[src/ocvsoc_pkg.sv]
// ----------------------------------------------------------------------------
// OCV to state-of-charge package
// Widths, the voltage/percent breakpoint table and the divider stage payload
// shared by the interpolator and its divider.
// ----------------------------------------------------------------------------
package ocvsoc_pkg;

  // Field widths of the item and the result.
  localparam int MV_W  = 16;
  localparam int PCT_W = 7;

  // Breakpoint table: voltages rise, percents never fall.
  localparam int TABLE_POINTS = 12;
  localparam int BREAKPOINTS  = 12;

  // Number of leading table points in use (at least one, at most the table).
  localparam int PTS_USED = (BREAKPOINTS > TABLE_POINTS) ? TABLE_POINTS :
                            (BREAKPOINTS < 1) ? 1 : BREAKPOINTS;

  localparam logic [MV_W-1:0] PT_MV [TABLE_POINTS] = '{
    16'd2500, 16'd3000, 16'd3300, 16'd3500, 16'd3600, 16'd3650,
    16'd3700, 16'd3750, 16'd3850, 16'd3950, 16'd4100, 16'd4200
  };

  localparam logic [PCT_W-1:0] PT_PCT [TABLE_POINTS] = '{
    7'd0,  7'd5,  7'd10, 7'd20, 7'd30, 7'd40,
    7'd50, 7'd60, 7'd75, 7'd90, 7'd98, 7'd100
  };

  // Highest percent that the table can return.
  localparam logic [PCT_W-1:0] PCT_MAX = PT_PCT[PTS_USED-1];

  // Widest segment of the table in millivolts.
  function automatic int max_seg_mv();
    int m;
    m = 1;
    for (int i = 0; i + 1 < TABLE_POINTS; i++) begin
      if (int'(PT_MV[i+1]) - int'(PT_MV[i]) > m) begin
        m = int'(PT_MV[i+1]) - int'(PT_MV[i]);
      end
    end
    return m;
  endfunction

  // Offset into a segment and segment width both fit in OFF_W bits.
  localparam int OFF_W  = $clog2(max_seg_mv() + 1);
  // Product of offset and percent step.
  localparam int PROD_W = OFF_W + PCT_W;
  // The quotient never exceeds the percent step, so it fits a percent.
  localparam int QUO_W  = PCT_W;

  // Payload that travels down the divider stages.
  typedef struct packed {
    logic [PROD_W-1:0] rem;   // partial remainder
    logic [OFF_W-1:0]  dv;    // segment width (divisor), never zero
    logic [PCT_W-1:0]  lp;    // left breakpoint percent
    logic [QUO_W-1:0]  quo;   // quotient bits found so far
  } div_stage_t;

endpackage

[src/ocvsoc_divider.sv]
// ----------------------------------------------------------------------------
// OCV interpolator divider
// Pipelined restoring divider: one quotient bit per register stage, so a new
// item may enter in every cycle.
// ----------------------------------------------------------------------------
module ocvsoc_divider (
  input  logic                    clk_i,
  input  logic                    rst_ni,
  input  logic                    in_valid_i,
  input  ocvsoc_pkg::div_stage_t  in_i,
  output logic                    out_valid_o,
  output ocvsoc_pkg::div_stage_t  out_o
);

  localparam int NSTG = ocvsoc_pkg::QUO_W;

  logic                   valid_q [NSTG+1];
  ocvsoc_pkg::div_stage_t stage_q [NSTG+1];

  // Entry of the row of stages.
  assign valid_q[0] = in_valid_i;
  assign stage_q[0] = in_i;

  for (genvar k = 0; k < NSTG; k++) begin : g_stage
    localparam int BIT = NSTG - 1 - k;

    logic [ocvsoc_pkg::PROD_W-1:0] trial;
    ocvsoc_pkg::div_stage_t        stage_d;

    // Try to subtract the divisor shifted up to this quotient bit.
    always_comb begin
      trial   = ocvsoc_pkg::PROD_W'(stage_q[k].dv) << BIT;
      stage_d = stage_q[k];
      if (stage_q[k].rem >= trial) begin
        stage_d.rem      = stage_q[k].rem - trial;
        stage_d.quo[BIT] = 1'b1;
      end
    end

    // Valid bit of the stage.
    always_ff @(posedge clk_i or negedge rst_ni) begin
      if (!rst_ni) begin
        valid_q[k+1] <= 1'b0;
      end else begin
        valid_q[k+1] <= valid_q[k];
      end
    end

    // Payload of the stage.
    always_ff @(posedge clk_i) begin
      stage_q[k+1] <= stage_d;
    end
  end

  assign out_valid_o = valid_q[NSTG];
  assign out_o       = stage_q[NSTG];

endmodule

[src/ocv_soc_interpolator.sv]
// ----------------------------------------------------------------------------
// OCV to state-of-charge interpolator
// Maps a cell open-circuit voltage in millivolts to a whole state-of-charge
// percentage by linear interpolation over a fixed breakpoint table.
// ----------------------------------------------------------------------------
// The block takes one item in every clock cycle: busy_o is always low, and an
// item is accepted whenever start_i is high. Each item gives exactly one
// result, shown on charge_percent_o with done_o high for one cycle, in the
// order the items came in. Each item passes through the input, segment-select
// and multiply registers, the seven-stage restoring divider (one quotient bit
// per stage) and the output register, in that order. The receiver cannot
// stall the block, so results must be taken as they appear.
module ocv_soc_interpolator (
  input  logic                         clk_i,
  input  logic                         rst_ni,
  input  logic                         start_i,
  output logic                         busy_o,
  input  logic [ocvsoc_pkg::MV_W-1:0]  cell_millivolts_i,
  output logic                         done_o,
  output logic [ocvsoc_pkg::PCT_W-1:0] charge_percent_o
);

  localparam int LATENCY = ocvsoc_pkg::QUO_W + 4;

  // The pipeline never stalls.
  assign busy_o = 1'b0;

  // ---------------------------------------------------------------------------
  // Input stage.
  // ---------------------------------------------------------------------------
  logic                        in_valid_q;
  logic [ocvsoc_pkg::MV_W-1:0] mv_q;

  always_ff @(posedge clk_i or negedge rst_ni) begin
    if (!rst_ni) begin
      in_valid_q <= 1'b0;
    end else begin
      in_valid_q <= start_i && !busy_o;
    end
  end

  always_ff @(posedge clk_i) begin
    if (start_i && !busy_o) begin
      mv_q <= cell_millivolts_i;
    end
  end

  // ---------------------------------------------------------------------------
  // Segment select: compare against every breakpoint at once and pick the
  // first segment whose right voltage is not below the input.
  // ---------------------------------------------------------------------------
  logic                         found;
  logic [ocvsoc_pkg::PCT_W-1:0] lp_d;
  logic [ocvsoc_pkg::PCT_W-1:0] dp_d;
  logic [ocvsoc_pkg::OFF_W-1:0] dv_d;
  logic [ocvsoc_pkg::OFF_W-1:0] off_d;
  logic [ocvsoc_pkg::MV_W-1:0]  dv_raw;
  logic [ocvsoc_pkg::MV_W-1:0]  off_raw;

  always_comb begin
    found   = 1'b0;
    dv_raw  = '0;
    off_raw = '0;
    // Clamped cases: flat output with a unit divisor and no offset.
    lp_d    = ocvsoc_pkg::PT_PCT[ocvsoc_pkg::PTS_USED-1];
    dp_d    = '0;
    dv_d    = ocvsoc_pkg::OFF_W'(1);
    off_d   = '0;
    if (mv_q <= ocvsoc_pkg::PT_MV[0]) begin
      lp_d = ocvsoc_pkg::PT_PCT[0];
    end else begin
      for (int i = 0; i + 1 < ocvsoc_pkg::TABLE_POINTS; i++) begin
        if ((i + 1 < ocvsoc_pkg::PTS_USED) && !found &&
            (mv_q <= ocvsoc_pkg::PT_MV[i+1])) begin
          found   = 1'b1;
          lp_d    = ocvsoc_pkg::PT_PCT[i];
          dv_raw  = ocvsoc_pkg::PT_MV[i+1] - ocvsoc_pkg::PT_MV[i];
          off_raw = mv_q - ocvsoc_pkg::PT_MV[i];
          // A zero-width segment keeps the left percent.
          if (dv_raw != '0) begin
            dp_d  = ocvsoc_pkg::PT_PCT[i+1] - ocvsoc_pkg::PT_PCT[i];
            dv_d  = dv_raw[ocvsoc_pkg::OFF_W-1:0];
            off_d = off_raw[ocvsoc_pkg::OFF_W-1:0];
          end
        end
      end
    end
  end

  logic                         seg_valid_q;
  logic [ocvsoc_pkg::PCT_W-1:0] seg_lp_q;
  logic [ocvsoc_pkg::PCT_W-1:0] seg_dp_q;
  logic [ocvsoc_pkg::OFF_W-1:0] seg_dv_q;
  logic [ocvsoc_pkg::OFF_W-1:0] seg_off_q;

  always_ff @(posedge clk_i or negedge rst_ni) begin
    if (!rst_ni) begin
      seg_valid_q <= 1'b0;
    end else begin
      seg_valid_q <= in_valid_q;
    end
  end

  always_ff @(posedge clk_i) begin
    seg_lp_q  <= lp_d;
    seg_dp_q  <= dp_d;
    seg_dv_q  <= dv_d;
    seg_off_q <= off_d;
  end

  // ---------------------------------------------------------------------------
  // Multiply stage: offset times percent step.
  // ---------------------------------------------------------------------------
  logic                   mul_valid_q;
  ocvsoc_pkg::div_stage_t mul_q;
  ocvsoc_pkg::div_stage_t mul_d;

  always_comb begin
    mul_d.rem = ocvsoc_pkg::PROD_W'(seg_off_q) * ocvsoc_pkg::PROD_W'(seg_dp_q);
    mul_d.dv  = seg_dv_q;
    mul_d.lp  = seg_lp_q;
    mul_d.quo = '0;
  end

  always_ff @(posedge clk_i or negedge rst_ni) begin
    if (!rst_ni) begin
      mul_valid_q <= 1'b0;
    end else begin
      mul_valid_q <= seg_valid_q;
    end
  end

  always_ff @(posedge clk_i) begin
    mul_q <= mul_d;
  end

  // ---------------------------------------------------------------------------
  // Divide by the segment width.
  // ---------------------------------------------------------------------------
  logic                   div_valid;
  ocvsoc_pkg::div_stage_t div_out;

  ocvsoc_divider u_divider (
    .clk_i       (clk_i),
    .rst_ni      (rst_ni),
    .in_valid_i  (mul_valid_q),
    .in_i        (mul_q),
    .out_valid_o (div_valid),
    .out_o       (div_out)
  );

  // ---------------------------------------------------------------------------
  // Output stage: left percent plus quotient, masked to the result width.
  // ---------------------------------------------------------------------------
  logic [ocvsoc_pkg::PCT_W:0]   sum_w;
  logic                         done_q;
  logic [ocvsoc_pkg::PCT_W-1:0] charge_q;

  assign sum_w = {1'b0, div_out.lp} + {1'b0, div_out.quo};

  always_ff @(posedge clk_i or negedge rst_ni) begin
    if (!rst_ni) begin
      done_q <= 1'b0;
    end else begin
      done_q <= div_valid;
    end
  end

  always_ff @(posedge clk_i) begin
    charge_q <= sum_w[ocvsoc_pkg::PCT_W-1:0];
  end

  assign done_o           = done_q;
  assign charge_percent_o = charge_q;

  // ---------------------------------------------------------------------------
  // Assertions.
  // ---------------------------------------------------------------------------

  // Every accepted item produces a result after the fixed latency.
  a_item_gives_result: assert property (@(posedge clk_i) disable iff (!rst_ni)
    (start_i && !busy_o) |-> ##LATENCY done_o)
    else $error("accepted item produced no result at the expected latency");

  // No result appears without an item accepted the latency earlier.
  a_no_spurious_result: assert property (@(posedge clk_i) disable iff (!rst_ni)
    done_o |-> $past(start_i && !busy_o, LATENCY))
    else $error("result strobe without a matching accepted item");

  // The divider leaves a remainder below the divisor.
  a_div_remainder: assert property (@(posedge clk_i) disable iff (!rst_ni)
    div_valid |-> (div_out.rem < ocvsoc_pkg::PROD_W'(div_out.dv)))
    else $error("divider remainder not below the segment width");

  // The result never passes the top of the table.
  a_result_range: assert property (@(posedge clk_i) disable iff (!rst_ni)
    done_o |-> (charge_percent_o <= ocvsoc_pkg::PCT_MAX))
    else $error("state of charge above the table maximum");

endmodule
[config.mk]
export PLATFORM = sky130hd
export DESIGN_NAME = ocv_soc_interpolator
export DESIGN_NICKNAME = d
export VERILOG_FILES = /design/src/ocvsoc_pkg.sv /design/src/ocvsoc_divider.sv /design/src/ocv_soc_interpolator.sv
export SDC_FILE = /design/constraint.sdc
export NUM_CORES = 1
export LEC_CHECK = 0
export BUFFER_PORTS_ARGS = -buffer_cell sky130_fd_sc_hd__clkbuf_2
export CAP_MARGIN = 10
export CORE_ASPECT_RATIO = 1.5
export CORE_MARGIN = 2
export CORE_UTILIZATION = 60
export DETAILED_ROUTE_END_ITERATION = 16
export PLACE_DENSITY_LB_ADDON = 0.12
export SKIP_CTS_REPAIR_TIMING = 1
export SYNTH_ARGS = -nofsm -noshare
export SYNTH_HDL_FRONTEND = slang
export SYNTH_SLANG_ARGS = --single-unit
[constraint.sdc]
create_clock -name clk_i -period 6.9 [get_ports clk_i]
set_input_delay 0 -clock clk_i [delete_from_list [all_inputs] [get_ports clk_i]]
set_output_delay 0 -clock clk_i [all_outputs]
set_load 0.03 [all_outputs]
# Word-level counts from Yosys, hierarchy flattened
# Cells that the tools add are included.
[classes]
order_cmp = 19
reduce_logical = 26
add_sub_neg = 18
mul = 1
mux = 71
[ops]
columns = ["cell", "n"]
rows = [
  ["$le 16x12->1 const B", 10],
  ["$mux 9", 13],
  ["$mux 16", 6],
  ["$mux 7", 12],
  ["$mux 8", 8],
  ["$sub 9x9->9 const B", 5],
  ["$le 16x13->1 const B", 2],
  ["$mux 4", 8],
  ["$mux 1", 21],
  ["$sub 9x7->9 const B", 2],
  ["$sub 9x8->9 const B", 2],
  ["$ge 16x10->1", 1],
  ["$ge 16x11->1", 1],
  ["$ge 16x12->1", 1],
  ["$ge 16x13->1", 1],
  ["$ge 16x14->1", 1],
  ["$ge 16x15->1", 1],
  ["$ge 16x9->1", 1],
  ["$mul 9x7->16", 1],
  ["$sub 16x10->16", 1],
  ["$sub 16x11->16", 1],
  ["$sub 16x12->16", 1],
  ["$sub 16x13->16", 1],
  ["$sub 16x14->16", 1],
  ["14 further kinds", 33],
]
[totals]
wordCells = 196
inputBits = 19
out_inout_bits = 9
regBits = 325

# Longest topological paths before layout
# Gate-level depths: netlist (run 1).
[depth]
ltp_word = 42
depth_mapped = 15

# Hierarchy
# Synthesis (run 1) repeated with hierarchy kept, for this count alone.
[unflattened]
hier_cells = 1574
hier_area_um2 = 16017.9
[modules_own_cells]
columns = ["module", "cells_per_inst", "instances", "area_each_um2"]
rows = [
  ["ocvsoc_divider", 992, 1, 10516.3],
  ["ocv_soc_interpolator", 582, 1, 5501.5],
]

# Worst setup path before layout (run 1)
# No wires, ideal clock.
[synth_path]
path_kind = "flip-flop to flip-flop"
from = "reg seg_dp_q[0] (netlist name)"
to = "reg mul_q[36] (netlist name)"
stages_incl_launch_ff = 13
arrival_ps = 3331
period_less_slack_ps = 3454
slack_ps = 3446
n_path_buf = 0
path_cell_list = "dfxtp_1 -> and2_1 -> fa_1 -> ha_1 -> fa_1 -> ha_1 -> a21oi_1 -> o21bai_1 -> a2111oi_0 -> nor3_1 -> a21o_1 -> a21oi_1 -> a21oi_1"
[synth_lines]
columns = ["element", "line_no", "rtl"]
rows = [
  ["start, declared", "ocv_soc_interpolator.sv:92", "logic [ocvsoc_pkg::PCT_W-1:0] seg_dp_q;"],
  ["start signal, assigned", "ocv_soc_interpolator.sv:106", "seg_dp_q <= dp_d;"],
  ["end signal, assigned", "ocv_soc_interpolator.sv:134", "mul_q <= mul_d;"],
  ["end, declared", "ocv_soc_interpolator.sv:115", "ocvsoc_pkg::div_stage_t mul_q;"],
]

# Worst setup path in the final report (run 1)
[layout_path]
from = "reg mv_q[4] (netlist name)"
to = "reg seg_off_q[3] (netlist name)"
[layout_via]
elab_chain_cells = 42
word_cells_on_any_way = 63
classes_between = "12 x order compare; 31 x mux; 20 x reduce/logical"
[layout_lines]
columns = ["element", "line_no", "rtl"]
rows = [
  ["start, declared", "ocv_soc_interpolator.sv:32", "logic [ocvsoc_pkg::MV_W-1:0] mv_q;"],
  ["start signal, assigned", "ocv_soc_interpolator.sv:44", "mv_q <= cell_millivolts_i;"],
  ["$le 16x12->1", "ocv_soc_interpolator.sv:74", "(mv_q <= ocvsoc_pkg::PT_MV[i+1])) begin"],
  ["$mux 1", "ocv_soc_interpolator.sv:73", "if ((i + 1 < ocvsoc_pkg::PTS_USED) && !found &&"],
  ["$mux 1", "ocv_soc_interpolator.sv:69", "if (mv_q <= ocvsoc_pkg::PT_MV[0]) begin"],
  ["$logic_not 1->1", "ocv_soc_interpolator.sv:73", ""],
  ["$logic_and 1x1->1", "ocv_soc_interpolator.sv:73", ""],
  ["$mux 1", "ocv_soc_interpolator.sv:73", ""],
  ["$mux 1", "ocv_soc_interpolator.sv:69", ""],
  ["$logic_not 1->1", "ocv_soc_interpolator.sv:73", ""],
  ["[... 26 more ...]", "--", ""],
  ["$mux 1", "ocv_soc_interpolator.sv:69", ""],
  ["$logic_not 1->1", "ocv_soc_interpolator.sv:73", ""],
  ["$logic_and 1x1->1", "ocv_soc_interpolator.sv:73", ""],
  ["$mux 1", "ocv_soc_interpolator.sv:73", ""],
  ["$mux 1", "ocv_soc_interpolator.sv:69", ""],
  ["$logic_not 1->1", "ocv_soc_interpolator.sv:73", ""],
  ["$logic_and 1x1->1", "ocv_soc_interpolator.sv:73", ""],
  ["$mux 9", "ocv_soc_interpolator.sv:73", ""],
  ["end signal, assigned", "ocv_soc_interpolator.sv:108", "seg_off_q <= off_d;"],
  ["end, declared", "ocv_soc_interpolator.sv:94", "logic [ocvsoc_pkg::OFF_W-1:0] seg_off_q;"],
]
# Several ways; a longest one is shown, not always the timed one. The select of a mux whose other input is x is not followed.
# A chain may end at the register's enable or synchronous reset.

==> results of run 1 <==
## cell families after synthesis
kind of cell	after synthesis	share of synthesized area
AOI/OAI and AO/OA	290	0.143
and+or+nand+nor	355	0.137
muxes	16	0.0127
xor gates and xnor gates	80	0.0506
DFF	319	0.477
other	1	0.000271
buffers and inverters	160	0.0463
adders and majority gates	134	0.133
## area by class of cell
class                   instances  area, sq um  share of cell area
flip-flops and latches        319         6600               0.431
clock buffers                  39          823              0.0537
repair buffers                 48          343              0.0224
clock inverters                12          126             0.00824
inverters                     127          477              0.0311
well taps                     280          350              0.0228
multi-input cells             876         6610               0.431
## final timing paths
| path | start | end | slack [ns] |
|---|---|---|---|
| worst max-delay path | mv_q[4]$_DFFE_PP_ | seg_off_q[3]$_SDFF_PP0_ | 2.49 |
| max in group asynchronous | rst_ni | mul_valid_q$_DFF_PN0_ | 6.11 |
| worst min-delay path | cell_millivolts_i[9] | mv_q[9]$_DFFE_PP_ | 0.18 |
| min in group asynchronous | rst_ni | seg_valid_q$_DFF_PN0_ | 0.49 |
| worst min register to register | u_divider.g_stage[6].stage_d[11]$_DFF_P_ | u_divider.out_o[11]$_DFF_P_ | 0.32 |
| worst max register to register | mv_q[4]$_DFFE_PP_ | seg_off_q[3]$_SDFF_PP0_ | 2.49 |
## power groups by stage
stage | sequential [uW] | clock, uW | combinational (uW)
after floorplan | 2470 | 0 | 1550
after global placement | 2490 | 0 | 1930
after detailed placement | 2500 | 0 | 1970
after CTS | 2470 | 1600 | 1990
after global routing | 2510 | 1680 | 2240
final | 2470 | 1570 | 1990
## state kept, by name, summed over array words and instances, names as in the netlist, 3 cells and up
name and count:
u_divider.out_o 14, charge_percent_o 7, u_divider.valid_q 6, seg_lp_q 7, mul_q 30, u_divider.stage_q 96
u_divider.g_stage.stage_d 117, mv_q 16, seg_dp_q 3, seg_off_q 9, seg_dv_q 9
## cells in the final DEF (no fill, tap or decap), drive strengths merged, types with 4 or more instances in the layout
master | netlist | routed
dfxtp | 292 | 292
inv | 127 | 128
ha | 113 | 113
nor2 | 88 | 88
a21oi | 79 | 79
nand2 | 73 | 73
o21ai | 68 | 68
clkbuf | 11 | 65
xnor2 | 42 | 42
xor2 | 38 | 38
nor3 | 28 | 28
a21o | 25 | 25
and2 | 25 | 25
nor4 | 22 | 22
fa | 21 | 21
dlygate4sd3 | 0 | 19
nand2b | 18 | 18
nand3 | 18 | 18
nor2b | 17 | 17
edfxtp | 16 | 16
a211oi | 16 | 16
nand4 | 15 | 15
mux2 | 13 | 13
dfrtp | 11 | 11
o21a | 11 | 11
or2 | 10 | 10
o211ai | 9 | 9
a21boi | 9 | 9
a31oi | 8 | 8
and3 | 8 | 8
o31ai | 8 | 8
or3 | 7 | 7
clkinv | 0 | 7
a221oi | 6 | 6
o21bai | 5 | 5
a2111oi | 5 | 5
or4 | 5 | 5
nand4b | 4 | 4
o22ai | 4 | 4
## stage by stage
| step | instance area, sq um | setup slack, ns | hold slack (ns) | cells |
|---|---|---|---|---|
| 2_1_floorplan | 13800 | 3.45 | -0.296 | 1355 |
| 3_3_place_gp | 14200 | 2.71 | -0.128 | 1631 |
| 3_5_place_dp | 14200 | 2.68 | -0.117 | 1631 |
| 4_1_cts | 15100 | 2.68 | -0.688 | 1682 |
| 5_1_grt | 15300 | 2.47 | 0.166 | 1701 |
| 6_report | 15300 | 2.49 | 0.184 | 1701 |
## critical path, delay by kind of cell (launching register included)
kind	cells	cell delay [ns]
AOI/OAI and AO/OA	6	1.35
adders and majority gates	1	0.34
buffers and inverters	2	0.62
DFF	1	0.69
and+or+nand+nor	2	1.32
## metal layers
layer	vias to the layer above	track usage	wire (microns)
li1	4791	-	-
met1	4517	0.217	9570
met2	257	0.506	17100
met3	110	0.0284	1030
met4	0	0.175	2190
met5	-	0	0
==> summary.md, run 1 <==
| Metric | Value |
|---|---|
| Status | `complete, no violations` |
| P_int | `4050 uW` |
| Congestion Overflow GR | `0` |
| Biggest area consumer among synthesized cells | `dfxtp_1` |
| Hold depth | `2` |
| Critical path class | `register to register` |
| Top-count cell post-synth | `dfxtp_1` |
| GRT Resource Usage Total | `0.249` |
| Relative slew slack | `0.107` |
| Vias | `9,675` |
| I/O pin total | `28` |
| Initial Utilization | `0.607` |
| Setup TNS Final | `0 ns` |
| Seq/Total Area, Yosys | `0.477` |
| VDD IR max | `0.236 mV` |
| Vias in the first global route | `10.1k` |
| Synth async-reset ratio | `0.0345` |
| Largest net degree at the start of global routing | `26` |
| Mapped Area | `13,800 sq um` |
| FF+latch count, synth | `319` |
| Final setup viols | `0` |
| Critical path, cell by cell | `inv_1 > ha_1 > and4bb_1 > a41oi_1 > a21oi_2 > nor3_1 > buf_4 > a211oi_1 > o2111ai_2 > o21ai_2 > a211oi_2` |
| Final HPWL DP | `22,700 microns` |
| R2R cell count | `11` |
| Yosys warnings | `0` |
| Sequential share of power | `0.409` |
| Post-route DRC violation count | `0` |
| Antenna cells | `0` |
| Unrepaired setup endpoints after global routing | `false` |
| NetSw | `1970 uW` |
| Cell Rows | `68` |
| Die ar. | `24,300 sq um` |
| Switching share of power | `0.327` |
| Antenna Nets Post-Route | `0` |
| Worst Setup End Kind | `register` |
| Largest fanout on the critical path | `13` |
| Routed len/inst | `17.6 microns` |
| Fin util | `0.672` |
| Final #Nets | `1,553` |
| Cells after Synth | `1,355` |
| CTS H-Tree Depth | `1` |
| Final Skew | `0.00920 ns` |
| Clock Power Share | `0.260` |
| Antenna violations before repair | `0` |
| Yosys top cell area share | `0.422` |
| Worst skew pair latency | `0.53 ns` |
| Synth top area cells | `dfxtp_1 42%, ha_1 10%, edfxtp_1 3.5%, inv_1 3.4%, fa_1 3.0%` |
| Core ar. | `22,800 sq um` |
| Clock Tree Root | `clkbuf_16` |
| Vias per cell | `5.69` |
| Main flop type after synthesis | `dfxtp_1` |
| Worst hold-check path type | `input port to register` |
| Filler cells | `1,763` |
| Critical Path RT | `7.35 ns` |
| Count of TritonRoute iterations in the first routing pass | `5` |
| Library cells used by synthesis | `97` |
| Final Slew Violations | `0` |
| Tot Pwr | `6030 uW` |
| Tmin final | `4.41 ns` |
| Drt initial violations | `420` |
| Gpl congestion | `1.06` |
| Final hold vios | `0` |
| CTS buffer count | `28` |
| Syn Area/Cell | `10.2 sq um` |
| Synth top cells by count | `292 x dfxtp_1, 126 x inv_1, 113 x ha_1` |
| PwrDens | `393 nW/um^2` |
| Critical Path Start Type | `register` |
| Largest stage delay, worst path | `1.09 ns` |
| Num Clock Sinks | `319` |
| Die width | `128 microns` |
| Synth-to-layout area growth | `10.8%` |
| Share of cells above drive strength 1 | `0.0915` |
| First-pass GRT wire length | `47,700 microns` |
| Post-synth EDFFs | `16` |
| LEAKAGE | `0.00653 uW` |
| WL final | `29,900 microns` |
| Critical Path AT | `4.86 ns` |
| Portion of total power attributed to combinational logic | `0.331` |
| TritonCTS clock tree | `done` |
| CTS Buffer Depth | `3` |
| Clk slew on worst S/H paths | `0.06 ns` |
| Mapped Nets | `1,508` |
| Max Freq | `227 MHz` |
| Final Cycle Share | `0.639` |
| PortBufs | `26` |
| Slowest-stage cell, CP | `nor3_1` |
| Max-Cap Viols | `0` |
| Die height | `190 microns` |
| Worst Tran Pin Value | `1.33 ns` |
No activity file was read; power rests on OpenSTA's default activity.
==> inputs of run 2 (changes only) <==
Clock period 6.9 ns to 4.1 ns, I/O delays scaled along.
==> run 2 against run 1 <==
Clock skew rose by 0.013 ns; via count rose by 1.1%; sequential power rose by 68%; first-iteration DRC count fell by 2.9%.
==> summary.md, run 2 (synthesis results as in run 1) <==
| Metric | Value |
|---|---|
| Status | `complete, no violations (unchanged)` |
| Antenna Nets Post-Route | `0 (unchanged)` |
| Clk slew on worst S/H paths | `0.06 ns (about the same)` |
| Critical Path AT | `4.15 ns (was 4.86 ns)` |
| Fin util | `0.680 (was 0.672)` |
| Antenna cells | `0 (unchanged)` |
| Setup TNS Final | `0 ns (unchanged)` |
| Hold WS | `0.171 ns (was 0.184 ns)` |
| Final #Nets | `1,571 (was 1,553)` |
| Switching share of power | `0.325 (was 0.327)` |
| Final setup viols | `0 (unchanged)` |
| CTS buffer count | `29 (was 28)` |
| Antenna violations before repair | `0 (unchanged)` |
| Clock Tree Root | `clkbuf_16 (unchanged)` |
| Sequential share of power | `0.401 (was 0.409)` |
| Share of cells above drive strength 1 | `0.102 (was 0.0915)` |
| Core ar. | `22,800 sq um (unchanged)` |
| Initial Utilization | `0.607 (unchanged)` |
| Final Skew | `0.0221 ns (was 0.00920 ns)` |
| Met1 usage | `0.214 (was 0.217)` |
| Portion of total power attributed to combinational logic | `0.329 (was 0.331)` |
| Cell Rows | `68 (unchanged)` |
| PwrDens | `665 nW/um^2 (was 393 nW/um^2)` |
| Max-Cap Viols | `0 (unchanged)` |
| Critical Path Start Type | `register (unchanged)` |
| Critical Path RT | `4.54 ns (was 7.35 ns)` |
| Largest register FFs | `117 (unchanged)` |
| Count of TritonRoute iterations in the first routing pass | `5 (unchanged)` |
| Worst Slack Setup Final | `0.386 ns (was 2.49 ns)` |
| VDD IR max | `0.407 mV (was 0.236 mV)` |
| Final HPWL DP | `22,800 microns (was 22,700 microns)` |
| Worst hold-check path type | `input port to register (unchanged)` |
| GR Layer Usage met2 | `0.506 (unchanged)` |
| Final Cycle Share | `0.906 (was 0.639)` |
| First-pass GRT wire length | `47,100 microns (was 47,700 microns)` |
| Tmin final | `3.71 ns (was 4.41 ns)` |
| Congestion Overflow GR | `0 (unchanged)` |
| Worst Tran Pin Value | `0.739 ns (was 1.33 ns)` |
| Critical path class | `register to register (unchanged)` |
| NetSw | `3350 uW (was 1970 uW)` |
| Die height | `190 microns (unchanged)` |
| Vias in the first global route | `9,973 (was 10.1k)` |
| Final Slew Violations | `0 (unchanged)` |
| Most frequent cells in the layout | `292 x dfxtp_1, 126 x inv_1, 113 x ha_1 (unchanged)` |
| Vias per cell | `5.70 (was 5.69)` |
| Worst Setup End Kind | `register (unchanged)` |
| TritonCTS clock tree | `done (unchanged)` |
| GRT Resource Usage Total | `0.248 (was 0.249)` |
| Relative slew slack | `0.503 (was 0.107)` |
| Largest net degree at the start of global routing | `26 (unchanged)` |
| Max Freq | `269 MHz (was 227 MHz)` |
| PortBufs | `26 (unchanged)` |
| Vias | `9,778 (was 9,675)` |
| Die width | `128 microns (unchanged)` |
| Worst skew pair latency | `0.56 ns (was 0.53 ns)` |
| WL final | `30,200 microns (was 29,900 microns)` |
| GR peak layer | `met2 (unchanged)` |
| Non-Filler Instances | `1,716 (was 1,701)` |
| CTS Buffer Depth | `3 (unchanged)` |
| Final hold vios | `0 (unchanged)` |
| CTS H-Tree Depth | `1 (unchanged)` |
| Placed insts | `1,648 (was 1,631)` |
| P_int | `6960 uW (was 4050 uW)` |
| Post-route DRC violation count | `0 (unchanged)` |
| Routed len/inst | `17.6 microns (about the same)` |
| GRT met3 Usage | `0.0304 (was 0.0284)` |
| Unrepaired setup endpoints after global routing | `false (unchanged)` |
| Num Clock Sinks | `319 (unchanged)` |
| I/O pin total | `28 (unchanged)` |
| Worst slack, placed | `0.395 ns (was 2.68 ns)` |
| Largest fanout on the critical path | `9 (was 13)` |
| Gpl congestion | `0.970 (was 1.06)` |
| Commonest non-fill, non-tap cell in the layout | `dfxtp_1 (unchanged)` |
| Drt initial violations | `408 (was 420)` |
| Clock Power Share | `0.269 (was 0.260)` |
| Die ar. | `24,300 sq um (unchanged)` |
| Synth-to-layout area growth | `12.0% (was 10.8%)` |
| LEAKAGE | `0.00663 uW (was 0.00653 uW)` |
-- run 2: changes by cell type in the layout (fill, tap and decap cells not counted), sizes merged --
cell      previous run  this run
bufinv               2         4
clkinvlp             2         3
clkinv               7         3
buf                  3        20
inv                128       129
clkbuf              65        63
-- run 2: area by class of cell --
class / instances / area (sq um)
timing repair buffer: 65 / 470
inverter: 127 / 477
multi-input combinational: 876 / 6610
fill: 1783 / 7300
tap: 280 / 350
clock inverter: 12 / 175
sequential: 319 / 6600
clock buffer: 37 / 817
-- run 2: metal layers --
metal	vias to the layer above	part of all wire	wire, microns
li1	4833	-	-
met1	4555	0.32	9800
met2	262	0.57	17100
met3	128	0.038	1140
met4	0	0.071	2140
met5	-	0	0
-- run 2: power by group through the flow --
stage               Sequential (uW)  Combinational (uW)  Clock [uW]
finish                         4140                3390        2780
global route                   4200                3800        2950
CTS                            4140                3390        2840
detailed placement             4200                3360           0
global placement               4180                3280           0
floorplan                      4150                2610           0
-- run 2: worst max-delay path: stages, from the launching register on --
cell       delay [ns]
dfxtp_1          0.45
and2_1           0.22
fa_1             0.43
ha_1             0.30
fa_1             0.46
ha_1             0.34
a21oi_1          0.21
o21bai_1         0.11
a2111oi_0        0.39
nor3_1           0.16
a21o_1           0.20
a21oi_1          0.21
a21oi_1          0.10
-- run 2: metrics by stage --
step	instance area [sq um]	power, uW
2_1_floorplan	13800	6760
3_3_place_gp	14300	7460
3_5_place_dp	14300	7550
4_1_cts	15300	10400
5_1_grt	15500	11000
6_report	15500	10300
-- run 2: path summary, 6_finish.rpt --
kind	from	to	slack, ns	cells past startpoint
min in group asynchronous	rst_ni	seg_valid_q$_DFF_PN0_	0.46	3
min reg2reg	seg_dv_q[1]$_SDFF_PP0_	mul_q[15]$_DFF_P_	0.32	0
max	seg_dp_q[0]$_SDFF_PP0_	mul_q[36]$_DFF_P_	0.39	12
min	cell_millivolts_i[1]	mv_q[1]$_DFFE_PP_	0.17	2
max in group asynchronous	rst_ni	u_divider.valid_q[2]$_DFF_PN0_	3.34	3
max reg2reg	seg_dp_q[0]$_SDFF_PP0_	mul_q[36]$_DFF_P_	0.39	12
